### src/hw/rtl/mlgt_pkg.sv
// ----------------------------------------------------------------------------
// MLD listener group timers package
// Shared types, codes and helper functions of the group timer block.
// ----------------------------------------------------------------------------
package mlgt_pkg;

  localparam int GROUP_SLOTS_DEF = 16;
  localparam int MAX_OUT         = 16;
  localparam int CNT_W           = 5;
  localparam int DIV_W           = 16;
  localparam int TIMER_W         = 16;
  localparam int PADDR_W         = 4;
  localparam int PDATA_W         = 32;

  localparam logic [15:0] TIMER_SCALE_MS = 16'd1000;
  localparam logic [63:0] ALLNODES_HI    = 64'hff02_0000_0000_0000;
  localparam logic [63:0] ALLNODES_LO    = 64'h1;

  // Reciprocal of 1000 scaled by 2**33, exact for products below 2**24.
  localparam logic [23:0] RECIP_1000  = 24'd8589935;
  localparam int          RECIP_SHIFT = 33;

  localparam logic [2:0] ACT_JOIN   = 3'd0;
  localparam logic [2:0] ACT_LEAVE  = 3'd1;
  localparam logic [2:0] ACT_QUERY  = 3'd2;
  localparam logic [2:0] ACT_REPORT = 3'd3;
  localparam logic [2:0] ACT_TICK   = 3'd4;

  localparam logic [1:0] MSG_NONE   = 2'd0;
  localparam logic [1:0] MSG_REPORT = 2'd1;
  localparam logic [1:0] MSG_DONE   = 2'd2;
  localparam logic [1:0] MSG_FULL   = 2'd3;

  localparam logic [1:0] REG_TPS      = 2'd0;
  localparam logic [1:0] REG_UNSOL    = 2'd1;
  localparam logic [1:0] REG_LOOPBACK = 2'd2;
  localparam logic [1:0] REG_HLL      = 2'd3;

  typedef struct packed {
    logic [2:0]  action;
    logic [63:0] group_addr_hi;
    logic [63:0] group_addr_lo;
    logic [15:0] max_delay_ms;
    logic        src_is_link_local;
    logic        looped_back;
    logic [15:0] random_value;
  } in_item_t;

  typedef struct packed {
    logic [1:0]  msg_kind;
    logic [63:0] msg_group_hi;
    logic [63:0] msg_group_lo;
    logic        last;
  } out_item_t;

  typedef struct packed {
    logic [6:0] tps;
    logic [7:0] unsol;
    logic       loopback;
    logic       hll;
  } cfg_t;

  typedef struct packed {
    logic [63:0]        hi;
    logic [63:0]        lo;
    logic [TIMER_W-1:0] timer;
    logic               flag;
  } entry_t;

  typedef enum logic [3:0] {
    S_IDLE, S_DIV1, S_DIV1_WAIT, S_DIV2, S_DIV2_WAIT, S_READ, S_EVAL, S_FINAL, S_FLUSH
  } state_e;

  typedef struct packed {
    logic load;
    logic div_start;
    logic div_second;
    logic take_first;
    logic take_second;
    logic rd;
    logic eval;
    logic fin;
    logic flush;
  } cmd_t;

  typedef struct packed {
    logic div_busy;
    logic scan_last;
    logic eval_stall;
    logic flush_ok;
  } sts_t;

  function automatic logic is_mcast(input logic [63:0] hi);
    return hi[63:56] == 8'hff;
  endfunction

  function automatic logic is_special(input logic [63:0] hi, input logic [63:0] lo);
    return (hi == ALLNODES_HI && lo == ALLNODES_LO) || (hi[51:48] < 4'd2);
  endfunction

endpackage

### src/hw/rtl/mld_listener_group_timers_top.sv
// After an item is accepted, the controller runs the divisions, a read and an evaluation
// step for each slot of the group table, the final update and the flush of the last result.
// The block takes no new item until the last result of the previous one is flushed.
// Reset clears all slot valid bits, the controller and the output register,
// and loads the configuration registers with their default values.
// ----------------------------------------------------------------------------
// MLD listener group timers top level
// Configuration registers, controller and datapath of the group timer block.
// ----------------------------------------------------------------------------
module mld_listener_group_timers_top #(
  parameter int GROUP_SLOTS = mlgt_pkg::GROUP_SLOTS_DEF
) (
  input  logic                              clk_i,
  input  logic                              rst_ni,
  input  logic                              in_valid_i,
  output logic                              in_stall_o,
  input  mlgt_pkg::in_item_t                in_item_i,
  output logic                              out_valid_o,
  input  logic                              out_stall_i,
  output mlgt_pkg::out_item_t               out_item_o,
  input  logic                              psel,
  input  logic                              penable,
  input  logic                              pwrite,
  input  logic [mlgt_pkg::PADDR_W-1:0]      paddr,
  input  logic [mlgt_pkg::PDATA_W-1:0]      pwdata,
  output logic [mlgt_pkg::PDATA_W-1:0]      prdata,
  output logic                              pready
);
  import mlgt_pkg::*;

  cfg_t cfg_q;
  cmd_t cmd;
  sts_t sts;

  assign pready = 1'b1;

  always_ff @(posedge clk_i or negedge rst_ni) begin
    if (!rst_ni) begin
      cfg_q <= '{tps: 7'd5, unsol: 8'd10, loopback: 1'b0, hll: 1'b1};
    end else if (psel && penable && pwrite) begin
      unique case (paddr[3:2])
        REG_TPS:      cfg_q.tps      <= pwdata[6:0];
        REG_UNSOL:    cfg_q.unsol    <= pwdata[7:0];
        REG_LOOPBACK: cfg_q.loopback <= pwdata[0];
        REG_HLL:      cfg_q.hll      <= pwdata[0];
        default:      cfg_q          <= cfg_q;
      endcase
    end
  end

  always_comb begin
    unique case (paddr[3:2])
      REG_TPS:      prdata = {25'd0, cfg_q.tps};
      REG_UNSOL:    prdata = {24'd0, cfg_q.unsol};
      REG_LOOPBACK: prdata = {31'd0, cfg_q.loopback};
      REG_HLL:      prdata = {31'd0, cfg_q.hll};
      default:      prdata = '0;
    endcase
  end

  mlgt_ctrl u_ctrl (
    .clk_i      (clk_i),
    .rst_ni     (rst_ni),
    .in_valid_i (in_valid_i),
    .in_stall_o (in_stall_o),
    .sts_i      (sts),
    .cmd_o      (cmd)
  );

  mlgt_datapath #(
    .GROUP_SLOTS (GROUP_SLOTS)
  ) u_dp (
    .clk_i       (clk_i),
    .rst_ni      (rst_ni),
    .cfg_i       (cfg_q),
    .in_item_i   (in_item_i),
    .cmd_i       (cmd),
    .sts_o       (sts),
    .out_valid_o (out_valid_o),
    .out_stall_i (out_stall_i),
    .out_item_o  (out_item_o)
  );

endmodule

### src/hw/rtl/mlgt_div.sv
// ----------------------------------------------------------------------------
// Iterative divider
// Restoring divider that resolves one quotient bit per cycle and returns the
// remainder.
// ----------------------------------------------------------------------------
module mlgt_div (
  input  logic                      clk_i,
  input  logic                      rst_ni,
  input  logic                      start_i,
  input  logic [mlgt_pkg::DIV_W-1:0] dividend_i,
  input  logic [15:0]               divisor_i,
  output logic                      busy_o,
  output logic [15:0]               rem_o
);
  import mlgt_pkg::*;

  logic [DIV_W-1:0] dq_q, dq_d;
  logic [15:0]      rem_q, rem_d;
  logic [15:0]      dvs_q, dvs_d;
  logic [4:0]       cnt_q, cnt_d;
  logic [16:0]      shifted;
  logic             ge;

  assign shifted = {rem_q, dq_q[DIV_W-1]};
  assign ge      = shifted >= {1'b0, dvs_q};

  always_comb begin
    dq_d  = dq_q;
    rem_d = rem_q;
    dvs_d = dvs_q;
    cnt_d = cnt_q;
    if (start_i) begin
      dq_d  = dividend_i;
      rem_d = '0;
      dvs_d = divisor_i;
      cnt_d = 5'(DIV_W);
    end else if (cnt_q != 5'd0) begin
      rem_d = ge ? 16'(shifted - {1'b0, dvs_q}) : shifted[15:0];
      dq_d  = {dq_q[DIV_W-2:0], ge};
      cnt_d = cnt_q - 5'd1;
    end
  end

  always_ff @(posedge clk_i or negedge rst_ni) begin
    if (!rst_ni) begin
      cnt_q <= '0;
    end else begin
      cnt_q <= cnt_d;
    end
  end

  always_ff @(posedge clk_i) begin
    dq_q  <= dq_d;
    rem_q <= rem_d;
    dvs_q <= dvs_d;
  end

  assign busy_o = cnt_q != 5'd0;
  assign rem_o  = rem_q;

endmodule

### src/hw/rtl/mlgt_ctrl.sv
// ----------------------------------------------------------------------------
// Group timer controller
// Sequences divisions, the slot scan, the final update and the result flush.
// ----------------------------------------------------------------------------
module mlgt_ctrl (
  input  logic           clk_i,
  input  logic           rst_ni,
  input  logic           in_valid_i,
  output logic           in_stall_o,
  input  mlgt_pkg::sts_t sts_i,
  output mlgt_pkg::cmd_t cmd_o
);
  import mlgt_pkg::*;

  state_e state_q, state_d;

  always_comb begin
    state_d = state_q;
    unique case (state_q)
      S_IDLE:      if (in_valid_i) state_d = S_DIV1;
      S_DIV1:      state_d = S_DIV1_WAIT;
      S_DIV1_WAIT: if (!sts_i.div_busy) state_d = S_DIV2;
      S_DIV2:      state_d = S_DIV2_WAIT;
      S_DIV2_WAIT: if (!sts_i.div_busy) state_d = S_READ;
      S_READ:      state_d = S_EVAL;
      S_EVAL: begin
        if (!sts_i.eval_stall) state_d = sts_i.scan_last ? S_FINAL : S_READ;
      end
      S_FINAL:     state_d = S_FLUSH;
      S_FLUSH:     if (sts_i.flush_ok) state_d = S_IDLE;
      default:     state_d = S_IDLE;
    endcase
  end

  always_comb begin
    cmd_o = '0;
    unique case (state_q)
      S_IDLE:      cmd_o.load = in_valid_i;
      S_DIV1:      cmd_o.div_start = 1'b1;
      S_DIV1_WAIT: cmd_o.take_first = !sts_i.div_busy;
      S_DIV2: begin
        cmd_o.div_start  = 1'b1;
        cmd_o.div_second = 1'b1;
      end
      S_DIV2_WAIT: cmd_o.take_second = !sts_i.div_busy;
      S_READ:      cmd_o.rd = 1'b1;
      S_EVAL:      cmd_o.eval = 1'b1;
      S_FINAL:     cmd_o.fin = 1'b1;
      S_FLUSH:     cmd_o.flush = 1'b1;
      default:     cmd_o = '0;
    endcase
  end

  assign in_stall_o = state_q != S_IDLE;

  always_ff @(posedge clk_i or negedge rst_ni) begin
    if (!rst_ni) begin
      state_q <= S_IDLE;
    end else begin
      state_q <= state_d;
    end
  end

endmodule

### src/hw/rtl/mlgt_datapath.sv
// ----------------------------------------------------------------------------
// Group timer datapath
// Group table memory, item registers, divider and result registers.
// ----------------------------------------------------------------------------
module mlgt_datapath #(
  parameter int GROUP_SLOTS = mlgt_pkg::GROUP_SLOTS_DEF
) (
  input  logic                clk_i,
  input  logic                rst_ni,
  input  mlgt_pkg::cfg_t      cfg_i,
  input  mlgt_pkg::in_item_t  in_item_i,
  input  mlgt_pkg::cmd_t      cmd_i,
  output mlgt_pkg::sts_t      sts_o,
  output logic                out_valid_o,
  input  logic                out_stall_i,
  output mlgt_pkg::out_item_t out_item_o
);
  import mlgt_pkg::*;

  localparam int IW = (GROUP_SLOTS > 1) ? $clog2(GROUP_SLOTS) : 1;

  entry_t mem_q [GROUP_SLOTS];
  entry_t rdata_q;
  logic [GROUP_SLOTS-1:0] valid_q, valid_d;

  logic [2:0]  act_q;
  logic [63:0] hi_q, lo_q;
  logic [15:0] maxd_q, rnd_q;
  logic        qok_q, rok_q;
  logic [15:0] d_q, bound_q, r_q;
  logic [22:0] prod_q;
  logic [IW-1:0] idx_q, free_idx_q, match_idx_q;
  logic        match_q, match_flag_q, free_found_q;
  logic [CNT_W-1:0] cnt_q;
  logic        pend_v_q;
  logic [1:0]  pend_kind_q;
  logic [63:0] pend_hi_q, pend_lo_q;
  out_item_t   out_q;
  logic        out_v_q;

  logic        div_busy;
  logic [15:0] div_rem;

  logic        unspec, special_item, out_free;
  logic        v, eq, slot_ok, want_emit, emit_go, stall;
  logic        we;
  logic [IW-1:0] waddr;
  entry_t      wdata;
  logic [14:0] unsol_prod;
  logic [46:0] d_mul;
  logic [13:0] d_quo;
  logic [15:0] d_fix;

  assign unspec       = hi_q == 64'd0 && lo_q == 64'd0;
  assign special_item = is_special(hi_q, lo_q);
  assign out_free     = !out_v_q || !out_stall_i;

  assign unsol_prod = {7'd0, cfg_i.unsol} * {8'd0, cfg_i.tps};
  assign d_mul = 47'(prod_q) * 47'(RECIP_1000);
  assign d_quo = d_mul[46:RECIP_SHIFT];
  assign d_fix = (d_quo == 14'd0 && maxd_q != 16'd0) ? 16'd1 : {2'd0, d_quo};

  mlgt_div u_div (
    .clk_i      (clk_i),
    .rst_ni     (rst_ni),
    .start_i    (cmd_i.div_start && cmd_i.div_second),
    .dividend_i (rnd_q),
    .divisor_i  (bound_q),
    .busy_o     (div_busy),
    .rem_o      (div_rem)
  );

  // Slot evaluation during the scan and the table write of the final join update.
  always_comb begin
    v         = valid_q[idx_q];
    eq        = v && rdata_q.hi == hi_q && rdata_q.lo == lo_q;
    slot_ok   = v && !is_special(rdata_q.hi, rdata_q.lo);
    want_emit = 1'b0;
    we        = 1'b0;
    waddr     = idx_q;
    wdata     = rdata_q;
    if (cmd_i.eval) begin
      if (act_q == ACT_QUERY && qok_q && slot_ok && (unspec || eq)) begin
        if (d_q == 16'd0) begin
          want_emit   = 1'b1;
          we          = 1'b1;
          wdata.timer = '0;
          wdata.flag  = 1'b1;
        end else if (rdata_q.timer == '0 || rdata_q.timer > d_q) begin
          we          = 1'b1;
          wdata.timer = r_q;
        end
      end else if (act_q == ACT_REPORT && rok_q && eq) begin
        we          = 1'b1;
        wdata.timer = '0;
        wdata.flag  = 1'b0;
      end else if (act_q == ACT_TICK && v && rdata_q.timer != '0) begin
        we          = 1'b1;
        wdata.timer = rdata_q.timer - 16'd1;
        if (rdata_q.timer == 16'd1) begin
          want_emit  = 1'b1;
          wdata.flag = 1'b1;
        end
      end
    end else if (cmd_i.fin && act_q == ACT_JOIN && !match_q && free_found_q) begin
      we          = 1'b1;
      waddr       = free_idx_q;
      wdata.hi    = hi_q;
      wdata.lo    = lo_q;
      wdata.timer = special_item ? 16'd0 : r_q;
      wdata.flag  = !special_item;
    end
    emit_go = want_emit && cfg_i.hll && (cnt_q < CNT_W'(MAX_OUT));
    stall   = emit_go && pend_v_q && !out_free;
    if (stall) begin
      we = 1'b0;
    end
  end

  always_comb begin
    valid_d = valid_q;
    if (cmd_i.fin && act_q == ACT_JOIN && !match_q && free_found_q) begin
      valid_d[free_idx_q] = 1'b1;
    end else if (cmd_i.fin && act_q == ACT_LEAVE && match_q) begin
      valid_d[match_idx_q] = 1'b0;
    end
  end

  assign sts_o.div_busy   = div_busy;
  assign sts_o.scan_last  = idx_q == IW'(GROUP_SLOTS - 1);
  assign sts_o.eval_stall = stall;
  assign sts_o.flush_ok   = out_free;

  always_ff @(posedge clk_i) begin
    if (we) begin
      mem_q[waddr] <= wdata;
    end
    if (cmd_i.rd) begin
      rdata_q <= mem_q[idx_q];
    end
  end

  always_ff @(posedge clk_i) begin
    if (cmd_i.load) begin
      act_q  <= in_item_i.action;
      hi_q   <= in_item_i.group_addr_hi;
      lo_q   <= in_item_i.group_addr_lo;
      maxd_q <= in_item_i.max_delay_ms;
      rnd_q  <= in_item_i.random_value;
      qok_q  <= in_item_i.src_is_link_local && !cfg_i.loopback && cfg_i.hll &&
                ((in_item_i.group_addr_hi == 64'd0 && in_item_i.group_addr_lo == 64'd0) ||
                 is_mcast(in_item_i.group_addr_hi));
      rok_q  <= in_item_i.src_is_link_local && !in_item_i.looped_back &&
                is_mcast(in_item_i.group_addr_hi);
    end
    if (cmd_i.div_start && !cmd_i.div_second) begin
      prod_q <= {7'd0, maxd_q} * {16'd0, cfg_i.tps};
    end
    if (cmd_i.take_first) begin
      d_q <= d_fix;
      if (act_q == ACT_JOIN) begin
        bound_q <= (unsol_prod == 15'd0) ? 16'd1 : {1'b0, unsol_prod};
      end else begin
        bound_q <= (d_fix == 16'd0) ? 16'd1 : d_fix;
      end
    end
    if (cmd_i.take_second) begin
      r_q <= div_rem + 16'd1;
    end
    if (cmd_i.eval && !stall) begin
      if (act_q == ACT_JOIN && !v && !free_found_q) begin
        free_idx_q <= idx_q;
      end
      if (act_q == ACT_LEAVE && eq) begin
        match_idx_q  <= idx_q;
        match_flag_q <= rdata_q.flag;
      end
    end
    if (cmd_i.eval && emit_go && !stall) begin
      pend_kind_q <= MSG_REPORT;
      pend_hi_q   <= rdata_q.hi;
      pend_lo_q   <= rdata_q.lo;
    end else if (cmd_i.fin && (act_q == ACT_JOIN || act_q == ACT_LEAVE)) begin
      pend_hi_q <= hi_q;
      pend_lo_q <= lo_q;
      pend_kind_q <= (act_q == ACT_JOIN && !free_found_q) ? MSG_FULL :
                     (act_q == ACT_JOIN) ? MSG_REPORT : MSG_DONE;
    end
  end

  always_ff @(posedge clk_i or negedge rst_ni) begin
    if (!rst_ni) begin
      valid_q      <= '0;
      idx_q        <= '0;
      match_q      <= 1'b0;
      free_found_q <= 1'b0;
      cnt_q        <= '0;
      pend_v_q     <= 1'b0;
      out_v_q      <= 1'b0;
      out_q        <= '0;
    end else begin
      valid_q <= valid_d;
      if (out_v_q && !out_stall_i) begin
        out_v_q <= 1'b0;
      end
      if (cmd_i.take_second) begin
        idx_q        <= '0;
        match_q      <= 1'b0;
        free_found_q <= 1'b0;
        cnt_q        <= '0;
        pend_v_q     <= 1'b0;
      end
      if (cmd_i.eval && !stall) begin
        idx_q <= idx_q + IW'(1);
        if ((act_q == ACT_JOIN || act_q == ACT_LEAVE) && eq) begin
          match_q <= 1'b1;
        end
        if (act_q == ACT_JOIN && !v) begin
          free_found_q <= 1'b1;
        end
        if (emit_go) begin
          cnt_q    <= cnt_q + CNT_W'(1);
          pend_v_q <= 1'b1;
          if (pend_v_q) begin
            out_v_q <= 1'b1;
            out_q   <= '{msg_kind: pend_kind_q, msg_group_hi: pend_hi_q,
                         msg_group_lo: pend_lo_q, last: 1'b0};
          end
        end
      end
      if (cmd_i.fin) begin
        if (act_q == ACT_JOIN && !match_q) begin
          pend_v_q <= !free_found_q || (!special_item && cfg_i.hll);
        end else if (act_q == ACT_LEAVE && match_q) begin
          pend_v_q <= match_flag_q && !special_item && cfg_i.hll;
        end
      end
      if (cmd_i.flush && out_free) begin
        out_v_q  <= 1'b1;
        pend_v_q <= 1'b0;
        if (pend_v_q) begin
          out_q <= '{msg_kind: pend_kind_q, msg_group_hi: pend_hi_q,
                     msg_group_lo: pend_lo_q, last: 1'b1};
        end else begin
          out_q <= '{msg_kind: MSG_NONE, msg_group_hi: 64'd0,
                     msg_group_lo: 64'd0, last: 1'b1};
        end
      end
    end
  end

  assign out_valid_o = out_v_q;
  assign out_item_o  = out_q;

endmodule

### config.mk
export PLATFORM = sky130hd
export DESIGN_NAME = mld_listener_group_timers_top
export DESIGN_NICKNAME = d
export VERILOG_FILES = /design/src/hw/rtl/mlgt_pkg.sv /design/src/hw/rtl/mld_listener_group_timers_top.sv /design/src/hw/rtl/mlgt_div.sv /design/src/hw/rtl/mlgt_ctrl.sv /design/src/hw/rtl/mlgt_datapath.sv
export SDC_FILE = /design/constraint.sdc
export NUM_CORES = 2
export LEC_CHECK = 0
export BUFFER_PORTS_ARGS = -buffer_cell sky130_fd_sc_hd__buf_2
export CORE_ASPECT_RATIO = 2
export CORE_MARGIN = 2
export CORE_UTILIZATION = 43
export CTS_CLUSTER_DIAMETER = 80
export DETAILED_ROUTE_END_ITERATION = 6
export PLACE_DENSITY_LB_ADDON = 0.15
export SETUP_SLACK_MARGIN = 0.4
export SLEW_MARGIN = 15
export SYNTH_ARGS = -nofsm -noshare
export SYNTH_HDL_FRONTEND = slang
export SYNTH_SLANG_ARGS = --single-unit
### constraint.sdc
create_clock -name clk_i -period 22.5 [get_ports clk_i]
set_input_delay 4.5 -clock clk_i [delete_from_list [all_inputs] [get_ports clk_i]]
set_output_delay 4.5 -clock clk_i [all_outputs]
set_load 0.02 [all_outputs]
==> results.json <==
{
  "die_w_um": 399,
  "critPathArrivalTime_ps": 5450,
  "max_stage_delay_ps": 530,
  "failed_checks": "DRC",
  "leakage_uw": 0.0544,
  "io_buffers": 322,
  "cts.sinks": 3070,
  "critPathBufInv": 2,
  "fp.dieH_um": 793,
  "cpLargestDelayFamily": "multiplexers",
  "cts_setup_buffers": 0,
  "pwr-share-seq_pct": 29.5,
  "whs_path_depth": 0,
  "tns_ps": 0,
  "status": "finished with violations",
  "cts_hold_buf": 0,
  "ys.flop_type": "edfxtp_1",
  "cts_tree": "built",
  "cp_max_fo": 12,
  "worst_clock_skew_ps": 78.9,
  "grt_antenna_before_repair": 31,
  "avgRoutedWirePerCell_um": 32.6,
  "grt_pass1_vias": 79000,
  "area_growth_pct": 12.0,
  "clock-root-buffer": "clkbuf_16",
  "drv_slew": 0,
  "rsz0062_at_grt": "no",
  "cap_violations": 0,
  "finalPower_uw": 25700,
  "drt_iter0_drc": 7621,
  "synth_area_um2": 134000,
  "track_usage_pct": 26.4,
  "grt_start_max_net_pins": 142,
  "yosys_warnings": 0,
  "switchingPower_uw": 10600,
  "worstSetupPathType": "primary input to output port",
  "vias_per_cell": 5.98,
  "crit_required_ps": 18000,
  "yosysTopAreaCellShare_pct": 64.3,
  "p_per_area_nw_per_um2": 171,
  "yosysMostFrequentCell": "edfxtp_1",
  "yosys-top-cells-area": "edfxtp_1 (64%), mux4_2 (5.0%), mux2i_1 (4.5%)",
  "start_util_pct": 43.2,
  "fmax_mhz": 100,
  "synth_seq_cells": 3070,
  "num_vias": 77200,
  "clock_latency_ps": 920,
  "synth_edf_count": 2866,
  "power.internal_uw": 15100,
  "rr_worst_depth": 14,
  "rows": 289,
  "end_kind": "output port",
  "ys_types": 78,
  "netlist_instances": 8193,
  "setup_violations": 0,
  "cts_buffer_depth": 4,
  "ios": 374,
  "clk_pin_slew_worst_paths_ps": 60,
  "crit_path_cell_trace": "buf_2 > mux4_2 > buf_2",
  "cp-start-kind": "primary input",
  "nets": 9396,
  "cts_resized": 0,
  "ys_async_sr_fraction_pct": 6.06,
  "ant_nets": 0,
  "p_sw_share_pct": 41.1,
  "power_frac_clock_pct": 19.1,
  "p_comb_share_pct": 51.4,
  "min_to": "u_dp.u_div.dvs_q[2]",
  "drcViolationCount": 1,
  "cpMaxStageDelayCell": "mux4_2",
  "period_minus_slack_ps": 9950,
  "detail_route.first_pass.iterations": 7,
  "post-route-period-util_pct": 44.2,
  "reg2reg_setup_slack_ps": 13310,
  "overflow": 0,
  "yosysTopAreaCell": "edfxtp_1",
  "coreArea_um2": 310000,
  "seq_area_frac_synth_pct": 68.0,
  "wl_um": 421000,
  "synth.avg_cell_area_um2": 16.3,
  "irDropWorstVdd_v": 0.000578,
  "htree_levels": 5,
  "reg2reg_from": "u_dp.rdata_q[123]",
  "ys_top_cells_by_count": "edfxtp_1 (2,866), nand2_1 (795), mux2i_1 (598), inv_1 (463), ha_1 (347)",
  "slew_headroom_pct": 15.7,
  "r2r_end": "u_dp.mem_q[3][115]",
  "cts_buffers": 287,
  "gp_congestion": 0.903,
  "startpoint": "paddr[2]",
  "finalHoldViolCount": 0,
  "die_area_um2": 316000,
  "cpMostUsedCell": "buf_2",
  "worst_pin_slew_ps": 1260,
  "grt_pass1_wl_um": 589000,
  "hold_class": "flip-flop to flip-flop",
  "min_from": "u_dp.bound_q[2]",
  "dpl.hpwl_um": 263000,
  "drive_gt1_share_pct": 16.2
}
power groups by stage:
| stage | registers (µW) | logic [µW] | clock network [µW] |
|---|---|---|---|
| floorplan | 7360 | 9470 | 0 |
| global placement | 7680 | 13200 | 0 |
| detailed placement | 7680 | 13300 | 0 |
| CTS | 7560 | 13500 | 4990 |
| global route | 7580 | 15100 | 5190 |
| finish | 7570 | 13200 | 4920 |
worst max path at each step:
stage	end	slack [ps]	cells past startpoint
6_report	prdata[0]	12550	3
3_3_place_gp	prdata[0]	12560	3
4_1_cts	prdata[0]	12550	3
3_5_place_dp	prdata[0]	12550	3
5_1_grt	prdata[0]	12520	3
2_1_floorplan	u_dp.mem_q[15][0]	5890	5
final cells by class:
class | count | area, µm²
multi-input combinational | 4261 | 39700
tap | 4074 | 5100
fill | 26200 | 160000
antenna | 10 | 25.0
clock inverter | 173 | 1570
clock buffer | 343 | 7630
inverter | 463 | 1750
sequential | 3070 | 91100
timing repair buffer | 504 | 3140
per-stage QoR:
step,hold WS [ps],cell area (µm²),util (%),std cells,setup WS [ps]
2_1_floorplan,400,134000,-,8216,5890
3_3_place_gp,433,141000,45.4,12400,12560
3_5_place_dp,423,141000,45.4,12400,12550
4_1_cts,449,150000,48.4,12900,12550
5_1_grt,456,150000,48.4,12900,12520
6_report,447,150000,48.4,12900,12550
cells in the final DEF (no fill, tap or decap), types with 18 or more instances in the layout:
cell,netlist,layout
a221oi_1,304,304
mux2_2,143,143
and3_1,26,25
ha_1,347,347
xor2_1,88,88
clkinv_1,0,55
a21o_1,28,28
buf_2,31,321
clkbuf_16,0,296
fa_1,254,254
nand3_1,48,47
mux4_2,296,296
edfxtp_1,2866,2866
bufinv_16,0,24
nor4_1,127,118
dfxtp_1,18,18
a211oi_1,23,22
clkbuf_1,271,42
inv_6,0,22
a22o_1,132,132
a22oi_1,144,144
nor3_1,43,38
xnor2_1,88,88
clkinv_2,0,50
and2_1,59,58
conb_1,2,25
nand4_1,60,60
mux2i_1,598,598
a21oi_1,80,77
nand2_1,795,795
dfrtp_1,181,177
o21ai_0,249,246
nor2_1,88,84
buf_4,38,170
inv_1,463,462
state kept, by name, indices dropped and copies added (netlist names), 17 cells and up:
name and flops:
u_dp.rdata_q 145, u_dp.out_item_o 131, u_dp.hi_q 64, u_dp.pend_lo_q 64
cfg_q 17, u_dp.prod_q 23, u_dp.lo_q 64, u_dp.mem_q 2320
u_dp.pend_hi_q 64
cells by family (layout without fill, tap and decap cells):
logic type      Yosys count  after routing  synth area share [%]
simple gates           1339           1339                  4.60
mux                    1037           1037                  10.7
buf+inv                 885           1483                  2.62
xor+xnor                176            176                  1.15
compound gates         1083           1083                  5.91
other cells               2             35               0.00561
fa+ha+maj               601            601                  7.04
flops                  3070           3070                  68.0
layer usage:
metal	up-vias	global-route usage, %	share of wire [%]
li1	32500	-	-
met1	40700	31.6	37
met2	3256	46.3	51
met3	760	3.88	6.4
met4	12	12.6	5.5
met5	-	0	0.019
No activity file was read; power rests on OpenSTA's default activity.
